File: src/sv/demc_pkg.sv
// ----------------------------------------------------------------------------
// demc_pkg: shared types and constants for the multi-turn combiner
// Field widths, register indexes, reset values and the divider step function.
// ----------------------------------------------------------------------------
package demc_pkg;

   // field widths
   localparam int ANGLE_W = 12;
   localparam int POS_W   = 25;
   localparam int CSR_IDX_W = 3;

   // register indexes on the csr port
   localparam logic [CSR_IDX_W-1:0] CSR_REDUCTION_ZERO = 3'd0;
   localparam logic [CSR_IDX_W-1:0] CSR_FAST_ZERO      = 3'd1;
   localparam logic [CSR_IDX_W-1:0] CSR_STEP_SPAN      = 3'd2;
   localparam logic [CSR_IDX_W-1:0] CSR_WRAP_THRESHOLD = 3'd3;

   // register reset values
   localparam logic [ANGLE_W-1:0] RST_REDUCTION_ZERO = 12'd0;
   localparam logic [ANGLE_W-1:0] RST_FAST_ZERO      = 12'd0;
   localparam logic [ANGLE_W-1:0] RST_STEP_SPAN      = 12'd1024;
   localparam logic [ANGLE_W-1:0] RST_WRAP_THRESHOLD = 12'd4095;

   // fast reading window edges
   localparam logic [ANGLE_W-1:0] WIN_LOW  = 12'd1024;
   localparam logic [ANGLE_W-1:0] WIN_HIGH = 12'd3072;

   // divider: quotient bits resolved per pipeline stage
   localparam int DIV_BITS   = 3;
   localparam int DIV_STAGES = ANGLE_W / DIV_BITS;

   // item state carried down the pipeline
   typedef struct packed {
      logic [ANGLE_W-1:0] num;     // dividend bits still to be consumed
      logic [ANGLE_W-1:0] rem;     // partial remainder
      logic [ANGLE_W-1:0] quo;     // quotient bits so far
      logic [ANGLE_W-1:0] f;       // fast offset
      logic [ANGLE_W-1:0] fraw;    // raw fast reading
      logic               r_wrap;  // reduction offset past threshold
      logic               f_wrap;  // fast offset past threshold
   } work_type;

   // resolve DIV_BITS quotient bits of a restoring division
   function automatic work_type div_step(work_type w, logic [ANGLE_W-1:0] span);
      work_type         o;
      logic [ANGLE_W:0] t;
      o = w;
      for (int i = 0; i < DIV_BITS; i++) begin
         t     = {o.rem, o.num[ANGLE_W-1]};
         o.num = {o.num[ANGLE_W-2:0], 1'b0};
         if (t >= {1'b0, span}) begin
            o.rem = ANGLE_W'(t - {1'b0, span});
            o.quo = {o.quo[ANGLE_W-2:0], 1'b1};
         end else begin
            o.rem = t[ANGLE_W-1:0];
            o.quo = {o.quo[ANGLE_W-2:0], 1'b0};
         end
      end
      return o;
   endfunction

endpackage

File: src/sv/dual_encoder_multiturn_combiner_unit.sv
// ----------------------------------------------------------------------------
// dual_encoder_multiturn_combiner_unit: dual encoder multi-turn combiner
// Merges a geared reduction reading and a fast reading into one position.
// ----------------------------------------------------------------------------
// Usage
//   req_*  : one item per pair of raw 12-bit readings; accepted on an edge with
//            req_valid high and req_stall low.
//   rsp_*  : one signed 25-bit position per item, in order; taken on an edge
//            with rsp_valid high and rsp_stall low.
//   csr_*  : register writes (index, data); csr_ready is always high. Write
//            only while no item is in flight.
// Pipeline and throughput
//   An accepted item passes through the offset subtraction stage, then four
//   stages of the pipelined restoring divider (3 quotient bits each) and the
//   output stage that picks the turn multiple, before it shows on rsp_valid.
//   One item is taken every cycle while the receiver does not stall.
// Reset and stall
//   reset clears all stage valid bits and loads the register defaults.
//   When the receiver stalls, the result holds and items close up behind it;
//   req_stall rises only once every stage is occupied.
// ----------------------------------------------------------------------------
module dual_encoder_multiturn_combiner_unit
   import demc_pkg::*;
(
   input  logic                        clock,
   input  logic                        reset,
   input  logic                        req_valid,
   output logic                        req_stall,
   input  logic [ANGLE_W-1:0]          req_reduction_raw,
   input  logic [ANGLE_W-1:0]          req_fast_raw,
   output logic                        rsp_valid,
   input  logic                        rsp_stall,
   output logic signed [POS_W-1:0]     rsp_position,
   input  logic                        csr_valid,
   output logic                        csr_ready,
   input  logic [CSR_IDX_W-1:0]        csr_index,
   input  logic [ANGLE_W-1:0]          csr_data
);

   localparam int MULT_W = POS_W - 11;
   localparam logic [MULT_W-1:0] MULT_WRAP = -14'sd2;

   logic [ANGLE_W-1:0] reduction_zero_ff, fast_zero_ff, step_span_ff, wrap_threshold_ff;
   logic [ANGLE_W-1:0] span;

   work_type           s1_ff, s1_in;
   logic               s1_v_ff;
   work_type           div_ff [DIV_STAGES];
   work_type           div_in [DIV_STAGES];
   logic [DIV_STAGES-1:0] div_v_ff;
   logic [DIV_STAGES:0]   div_v_chain;
   logic [DIV_STAGES:0]   div_rdy;
   logic               s1_rdy, out_rdy;

   logic [MULT_W-1:0]  mult;
   logic [ANGLE_W-1:0] s_q;
   logic [POS_W-1:0]   position_in;
   logic signed [POS_W-1:0] rsp_position_ff;
   logic               rsp_valid_ff;

   // register writes
   assign csr_ready = 1'b1;

   always_ff @(posedge clock) begin
      if (reset) begin
         reduction_zero_ff <= RST_REDUCTION_ZERO;
         fast_zero_ff      <= RST_FAST_ZERO;
         step_span_ff      <= RST_STEP_SPAN;
         wrap_threshold_ff <= RST_WRAP_THRESHOLD;
      end else if (csr_valid && csr_ready) begin
         unique case (csr_index)
            CSR_REDUCTION_ZERO: reduction_zero_ff <= csr_data;
            CSR_FAST_ZERO:      fast_zero_ff      <= csr_data;
            CSR_STEP_SPAN:      step_span_ff      <= csr_data;
            CSR_WRAP_THRESHOLD: wrap_threshold_ff <= csr_data;
            default: ;
         endcase
      end
   end

   // a zero span divides as one
   assign span = (step_span_ff == '0) ? ANGLE_W'(1) : step_span_ff;

   // advance a stage when it is empty or the one after it moves
   assign out_rdy             = !rsp_valid_ff || !rsp_stall;
   assign div_rdy[DIV_STAGES] = out_rdy;
   for (genvar k = 0; k < DIV_STAGES; k++) begin : g_rdy
      assign div_rdy[k] = !div_v_ff[k] || div_rdy[k+1];
   end
   assign s1_rdy    = !s1_v_ff || div_rdy[0];
   assign req_stall = !s1_rdy;

   // stage 1: remove zero offsets, test thresholds
   always_comb begin
      s1_in.num    = req_reduction_raw - reduction_zero_ff;
      s1_in.f      = req_fast_raw - fast_zero_ff;
      s1_in.rem    = '0;
      s1_in.quo    = '0;
      s1_in.fraw   = req_fast_raw;
      s1_in.r_wrap = s1_in.num >= wrap_threshold_ff;
      s1_in.f_wrap = s1_in.f >= wrap_threshold_ff;
   end

   always_ff @(posedge clock) begin
      if (reset) begin
         s1_v_ff <= 1'b0;
      end else if (s1_rdy) begin
         s1_v_ff <= req_valid;
      end
   end

   always_ff @(posedge clock) begin
      if (s1_rdy && req_valid) begin
         s1_ff <= s1_in;
      end
   end

   // valid bit feeding each divider stage
   assign div_v_chain = {div_v_ff, s1_v_ff};

   // divider stages: DIV_BITS (3) quotient bits each
   for (genvar k = 0; k < DIV_STAGES; k++) begin : g_div
      if (k == 0) begin : g_first
         assign div_in[k] = div_step(s1_ff, span);
      end else begin : g_next
         assign div_in[k] = div_step(div_ff[k-1], span);
      end

      always_ff @(posedge clock) begin
         if (reset) begin
            div_v_ff[k] <= 1'b0;
         end else if (div_rdy[k]) begin
            div_v_ff[k] <= div_v_chain[k];
         end
      end

      always_ff @(posedge clock) begin
         if (div_rdy[k]) begin
            div_ff[k] <= div_in[k];
         end
      end
   end

   // pick the turn multiple, in units of half a fast turn
   assign s_q = div_ff[DIV_STAGES-1].quo;

   always_comb begin
      work_type w;
      w = div_ff[DIV_STAGES-1];
      priority if (w.f_wrap) begin
         mult = MULT_WRAP;
      end else if (w.r_wrap) begin
         // first pass tests the raw fast reading
         if (s_q[0]) begin
            mult = (w.fraw >= WIN_LOW) ? MULT_W'(s_q) : MULT_W'(s_q) + MULT_W'(1);
         end else if (w.fraw <= WIN_HIGH) begin
            mult = MULT_W'(s_q);
         end else begin
            mult = (|s_q) ? MULT_W'(s_q) - MULT_W'(1) : MULT_WRAP;
         end
      end else begin
         // second pass tests the fast offset, whole turns only
         if (s_q[0]) begin
            mult = (w.f >= WIN_LOW) ? MULT_W'(s_q) - MULT_W'(1)
                                    : MULT_W'(s_q) + MULT_W'(1);
         end else if (w.f <= WIN_HIGH) begin
            mult = MULT_W'(s_q);
         end else begin
            mult = (|s_q) ? MULT_W'(s_q) - MULT_W'(2) : '0;
         end
      end
      position_in = {mult, 11'b0} + {{(POS_W-ANGLE_W){1'b0}}, w.f};
   end

   // output register
   always_ff @(posedge clock) begin
      if (reset) begin
         rsp_valid_ff <= 1'b0;
      end else if (out_rdy) begin
         rsp_valid_ff <= div_v_ff[DIV_STAGES-1];
      end
   end

   always_ff @(posedge clock) begin
      if (out_rdy) begin
         rsp_position_ff <= position_in;
      end
   end

   assign rsp_valid    = rsp_valid_ff;
   assign rsp_position = rsp_position_ff;

endmodule

File: config.mk
export PLATFORM = sky130hd
export DESIGN_NAME = dual_encoder_multiturn_combiner_unit
export DESIGN_NICKNAME = d
export VERILOG_FILES = /design/src/sv/demc_pkg.sv /design/src/sv/dual_encoder_multiturn_combiner_unit.sv
export SDC_FILE = /design/constraint.sdc
export NUM_CORES = 1
export LEC_CHECK = 0
export BUFFER_PORTS_ARGS = -buffer_cell sky130_fd_sc_hd__buf_2
export CAP_MARGIN = 20
export CELL_PAD_IN_SITES_DETAIL_PLACEMENT = 1
export CELL_PAD_IN_SITES_GLOBAL_PLACEMENT = 2
export CORE_MARGIN = 3
export CORE_UTILIZATION = 38
export CTS_CLUSTER_SIZE = 10
export DETAILED_ROUTE_END_ITERATION = 16
export PLACE_DENSITY_LB_ADDON = 0.1
export SYNTH_ARGS = -nofsm -noshare
export SYNTH_HDL_FRONTEND = slang
export SYNTH_SLANG_ARGS = --single-unit
export TNS_END_PERCENT = 20
File: constraint.sdc
create_clock -name clock -period 7.87 [get_ports clock]
set_input_delay 0.3935 -clock clock [delete_from_list [all_inputs] [get_ports clock]]
set_output_delay 0.3935 -clock clock [all_outputs]
set_load 0.05 [all_outputs]
* Word-level counts from Yosys, hierarchy flattened
Memory sizes are Yosys's and may differ from the RTL's.
Cells that the tools add are included.
** Word-level totals
- Memory bits (writable) :: 236
- Logic and storage cells :: 109
- Input port bits :: 44
- Output and inout bits :: 28
- Memories :: 1
- Register bits :: 117
** Memory list
- div_ff :: depth 4, width 59, rd ports 4, clocked after Yosys merged registers in 0, wr ports 4, RTL line dual_encoder_multiturn_combiner_unit.sv:48 : work_type div_ff [DIV_STAGES];
** Operators by class
- Reduce and logical (&&, ||, !) cells :: 22
- Multiplexer cells :: 31
- Eq/ne operators :: 3
- Add/subtract/negate cells :: 18
- Magnitude comparators :: 18
** Operator list (number)
- 2-to-1 mux 24 bit :: 12
- subtractor 12 bit :: 13
- greater-or-equal comparator 13 x 12 -> 1 bit :: 11
- 2-to-1 mux 14 bit :: 10
- adder 25 x 12 -> 25 bit :: 1
- greater-or-equal comparator 12 x 11 -> 1 bit (second input constant) :: 2
- greater-or-equal comparator 12 bit :: 2
- <= comparator 12 bit (second input constant) :: 2
- adder 12 x 1 -> 13 bit (second input constant) :: 1
- subtractor 12 x 1 -> 13 bit (second input constant) :: 1
- subtractor 12 x 2 -> 13 bit (second input constant) :: 1
- greater-or-equal comparator 1 x 12 -> 1 bit :: 1
- zero test 12 bit :: 1
- 2-to-1 mux 12 bit :: 1
- OR reduction 12 bit :: 1
- subtractor 1 x 12 -> 12 bit :: 1
- zero test 1 bit :: 8
- 2-to-1 mux 1 bit :: 8
- AND reduction 2 bit :: 4
- == test 3 x 2 -> 1 bit (second input constant) :: 2
- logical OR 1 bit :: 6
- == test 3 x 1 -> 1 bit (second input constant) :: 1
- zero test 3 bit :: 1
- logical AND 1 bit :: 1

* Logic depth before layout (Yosys ltp)
- Depth after elaboration :: 8
- Depth in mapped cells :: 35
- Gate-level depth less buffers :: 32

* Worst setup path after synthesis
Ideal clock, no wire load.
- Kind :: register to register
- Start point :: register step_span_ff[11]
- End point :: memory div_ff[2][42] (netlist bit) (data pin)
- Cell stages (with the launch flop) :: 32
- Required time :: 7.610 ns
- Data arrival time :: 7.440 ns
- Slack :: 0.170 ns
- Clock period less this slack :: 7.700 ns
- Path through :: dfxtp_1 -> nor4_1 -> nand3_1 -> o21bai_1 -> ha_1 -> inv_1 -> fa_1 -> a21oi_1 -> o21ai_0 -> a2111oi_0 -> nor2_1 -> xor2_1 -> mux2_2 -> ha_1 -> nor2b_1 -> or3_1 -> a21oi_1 -> nand4_1 -> buf_1 -> clkbuf_1 -> a21oi_1 -> ha_1 -> nor2b_1 -> o31a_1 -> o21bai_1 -> a31oi_1 -> o41ai_1 -> o31ai_1 -> a21o_1 -> a211oi_2 -> buf_4 -> mux2_2
** RTL lines
- from (decl) :: RTL line dual_encoder_multiturn_combiner_unit.sv:43 : logic [ANGLE_W-1:0] reduction_zero_ff, fast_zero_ff, step_span_ff, wrap_threshold_ff;
- from (signal assigned) :: RTL line dual_encoder_multiturn_combiner_unit.sv:74 : CSR_STEP_SPAN: step_span_ff <= csr_data;
- to (decl) :: RTL line dual_encoder_multiturn_combiner_unit.sv:48

==> key figures <==
Placement
  – # port buffers: 70
  – Post-DP HPWL: 42000 um
  – GPL Wtd Cong: 0.867
  – Placed cells: 2643
  – Placed cell area: 20900 um^2

Logic synthesis
  – #FFs+latches synth: 305
  – FFs w/ async S/R, synth: 0%
  – Netlist Area Pre-Place: 19600 um^2
  – Syn avg cell area: 10.3 um^2
  – Post-synth top area share: 38.5%
  – Post-Syn Instances: 1908
  – Commonest cells post-synth: edfxtp_1 (251), ha_1 (187), nand2_1 (177)
  – Net count after synthesis: 2151
  – Yosys warning total: 0
  – Leading area contributor after synthesis: edfxtp_1
  – Netlist cell types: 93
  – Most numerous cell in the Yosys netlist: edfxtp_1
  – Synth top area cells: edfxtp_1 (39%), ha_1 (12%), dfxtp_1 (5.5%)
  – Top_reg_cell synth: edfxtp_1
  – Number of synthesized flops with an enable pin: 251
  – Register area share after synthesis: 44.0%

Timing
  – Max_slew headroom: 26.8%
  – Measured slew at the worst slew-check pin: 1.08 ns
  – Max-slew violation count: 0
  – F_max: 135 MHz
  – Endpoints failing hold: 0
  – Worst Clk Skew: 0.0203 ns
  – Post-route minimum period: 7.40 ns
  – Final Setup Violations: 0
  – Hold WS: 0.0437 ns
  – Post-route clock period utilization: 94.0%

Worst setup path
  – CP max FO: 19
  – CP endpoint kind: register
  – Crit path largest cell delay: 0.42 ns
  – Critical path class: reg -> reg
  – R2R setup slack: 0.47 ns
  – CP arrival: 7.68 ns
  – RR Endpoint: div_ff[3][26]$_DFFE_PP_
  – Startpoint Class: register
  – Crit Reg-Reg Startpoint: step_span_ff[11]$_SDFFE_PP0P_
  – Worst path slowest cell: a311o_1
  – Data required time at the worst endpoint: 8.15 ns
  – R2R cell count: 33

Clock network
  – Total CTS buffers: 39
  – Clock Path Buffers: 3
  – Worst-Skew Late Latency: 0.54 ns
  – Clock transition at path regs: 0.06 ns
  – CTS tree: done
  – # H-tree levels: 2
  – Hold buffers post-CTS: 0
  – Root Buffer: clkbuf_16
  – Total clock sinks: 305

GRT
  – Initial antenna violation count: 0
  – Global-route wire length before repair: 86700 um
  – Largest net degree at the start of global routing: 55
  – Grt ovf: 0
  – Vias in the first global route: 15400
  – All-Layer GR Usage: 20.4%

Die
  – Die area: 54200 um^2
  – Die width: 233 um
  – Initial core utilization: 38.8%
  – Core ar.: 50500 um^2
  – Site row count: 82
  – Vert. Die Dim: 233 um
  – I/O Pins: 72

Status
  – Status: completed

Hold path
  – Worst hold stages: 1
  – Hold_sp: req_fast_raw[0]
  – Hold WC Path Type: in -> reg
  – Hold Path End: div_in[188]$_DFFE_PP_

Power
  – Pwr dens: 519 nW/um^2
  – Max IR drop VDD: 0.315 mV
  – Leakage: 9.00 nW

Cells and area
  – Final Non-Filler Cells: 2719
  – Final Instance Area: 22300 um^2
  – Share of cells above drive strength 1: 14.3%
  – Nets@finish: 2264
  – Synthesis-to-layout area growth: 13.8%
  – ANT cells: 0

Detailed routing
  – DRT Pass-1 Iters: 4
  – DR iter-0 viols: 613
  – DR WL/cell: 20.2 um
  – Vias per inst: 5.36
  – Detail Route Antenna Nets: 0
  – Drt drc: 0
  – Via total after detailed routing: 14600
  – Routed wire length: 54900 um

Job
  – Max-cap violation count: 0
[critical path: cells and delay by family (launching register included)]
family | cells | cell delay [ns]
and+or+nand+nor | 5 | 0.77
AOI/OAI and AO/OA | 20 | 4.45
adders and majority gates | 3 | 0.77
DFF | 1 | 0.32
muxes | 1 | 0.13
buffers and inverters | 4 | 0.71
[how the worst max path moves through the flow]
| stage | from | to | depth (start not counted) |
|---|---|---|---|
| after floorplan | step_span_ff[11]$_SDFFE_PP0P_ | div_ff[2][42]$_DFFE_PP_ | 31 |
| after global placement | step_span_ff[4]$_SDFFE_PP0P_ | div_ff[3][26]$_DFFE_PP_ | 33 |
| after detailed placement | step_span_ff[11]$_SDFFE_PP0P_ | div_ff[1][45]$_DFFE_PP_ | 30 |
| after CTS | step_span_ff[11]$_SDFFE_PP0P_ | div_ff[2][48]$_DFFE_PP_ | 30 |
| after global routing | step_span_ff[4]$_SDFFE_PP0P_ | div_ff[2][45]$_DFFE_PP_ | 31 |
| final | step_span_ff[11]$_SDFFE_PP0P_ | div_ff[3][26]$_DFFE_PP_ | 33 |
[state kept, by name, summed over array words and instances (netlist names)]
register	flops
rsp_valid	1
div_in	35
div_ff	188
fast_zero_ff	12
reduction_zero_ff	12
step_span_ff	12
rsp_position	25
s1_v_ff	1
s1_ff	3
wrap_threshold_ff	12
div_v_chain	4
[through the flow]
stage                     util [%]  setup WS [ns]  setup TNS (ns)  power, W
final                         44.1          0.472               0    0.0116
after global routing          44.1        -0.0251          -0.193    0.0126
after CTS                     43.7         0.0210               0    0.0114
after detailed placement      41.4        -0.0664          -0.635   0.00966
after global placement        41.4         0.0517               0   0.00948
after floorplan                  -          0.170               0   0.00805
[power breakdown]
group	leakage [nW]	internal [W]	switching, W	total, W
combinational	5.35	0.00347	0.00401	0.00749
sequential	3.09	0.00226	0.000184	0.00245
clock	0.561	0.000974	0.000661	0.00164
total	9.00	0.00671	0.00486	0.0116
[cells by family (layout without fill, tap and decap cells)]
group                      Yosys count  after routing  share of synthesized area (%)
AOI/OAI and AO/OA                  455            455                           14.8
xor gates and xnor gates           124            124                           5.55
adders and majority gates          199            199                           13.2
buffers and inverters              191            330                           3.85
DFF                                305            305                           44.0
muxes                               80             80                           4.50
other                                1              1                         0.0192
and+or+nand+nor                    553            553                           14.0
[layout by cell type (no fill, tap or decap), types with 18 or more instances in the layout]
cell type	n
a21oi_1	170
nor2_1	119
a31oi_1	19
ha_1	187
buf_4	48
inv_1	135
xor2_1	40
nand3_1	40
buf_2	70
nor3_1	39
o21ai_0	75
o21bai_1	18
a21o_1	37
xnor2_1	84
edfxtp_1	251
nand4_1	19
mux2_2	53
clkbuf_16	39
nand2b_1	19
nor2b_1	29
o21a_1	18
dfxtp_1	54
nand2_1	174
[layer usage]
layer	track usage (%)	wire (um)	vias up	share of wire, %
met3	2.09	1450	50	2.6
met1	28.4	26800	7150	49
met2	34.4	25800	149	47
met4	4.31	809	0	1.5
met5	0	0	-	0
li1	-	-	7221	-
[repair_timing]
item                                    in CTS  in global routing
gates resized for setup                      4                 28
endpoints found under the setup margin      23                 39
pin swaps                                    0                  8
buffers inserted                             0                  5
gates cloned                                 0                  0
[final cells by class]
| cell class | count | area (um^2) |
|---|---|---|
| fill | 5744 | 28200 |
| multi-input combinational | 1412 | 10300 |
| sequential | 305 | 8620 |
| clock buffer | 55 | 1070 |
| tap | 672 | 841 |
| timing repair buffer | 125 | 823 |
| inverter | 138 | 518 |
| clock inverter | 12 | 97.6 |
(Power assumes the default switching activity.)
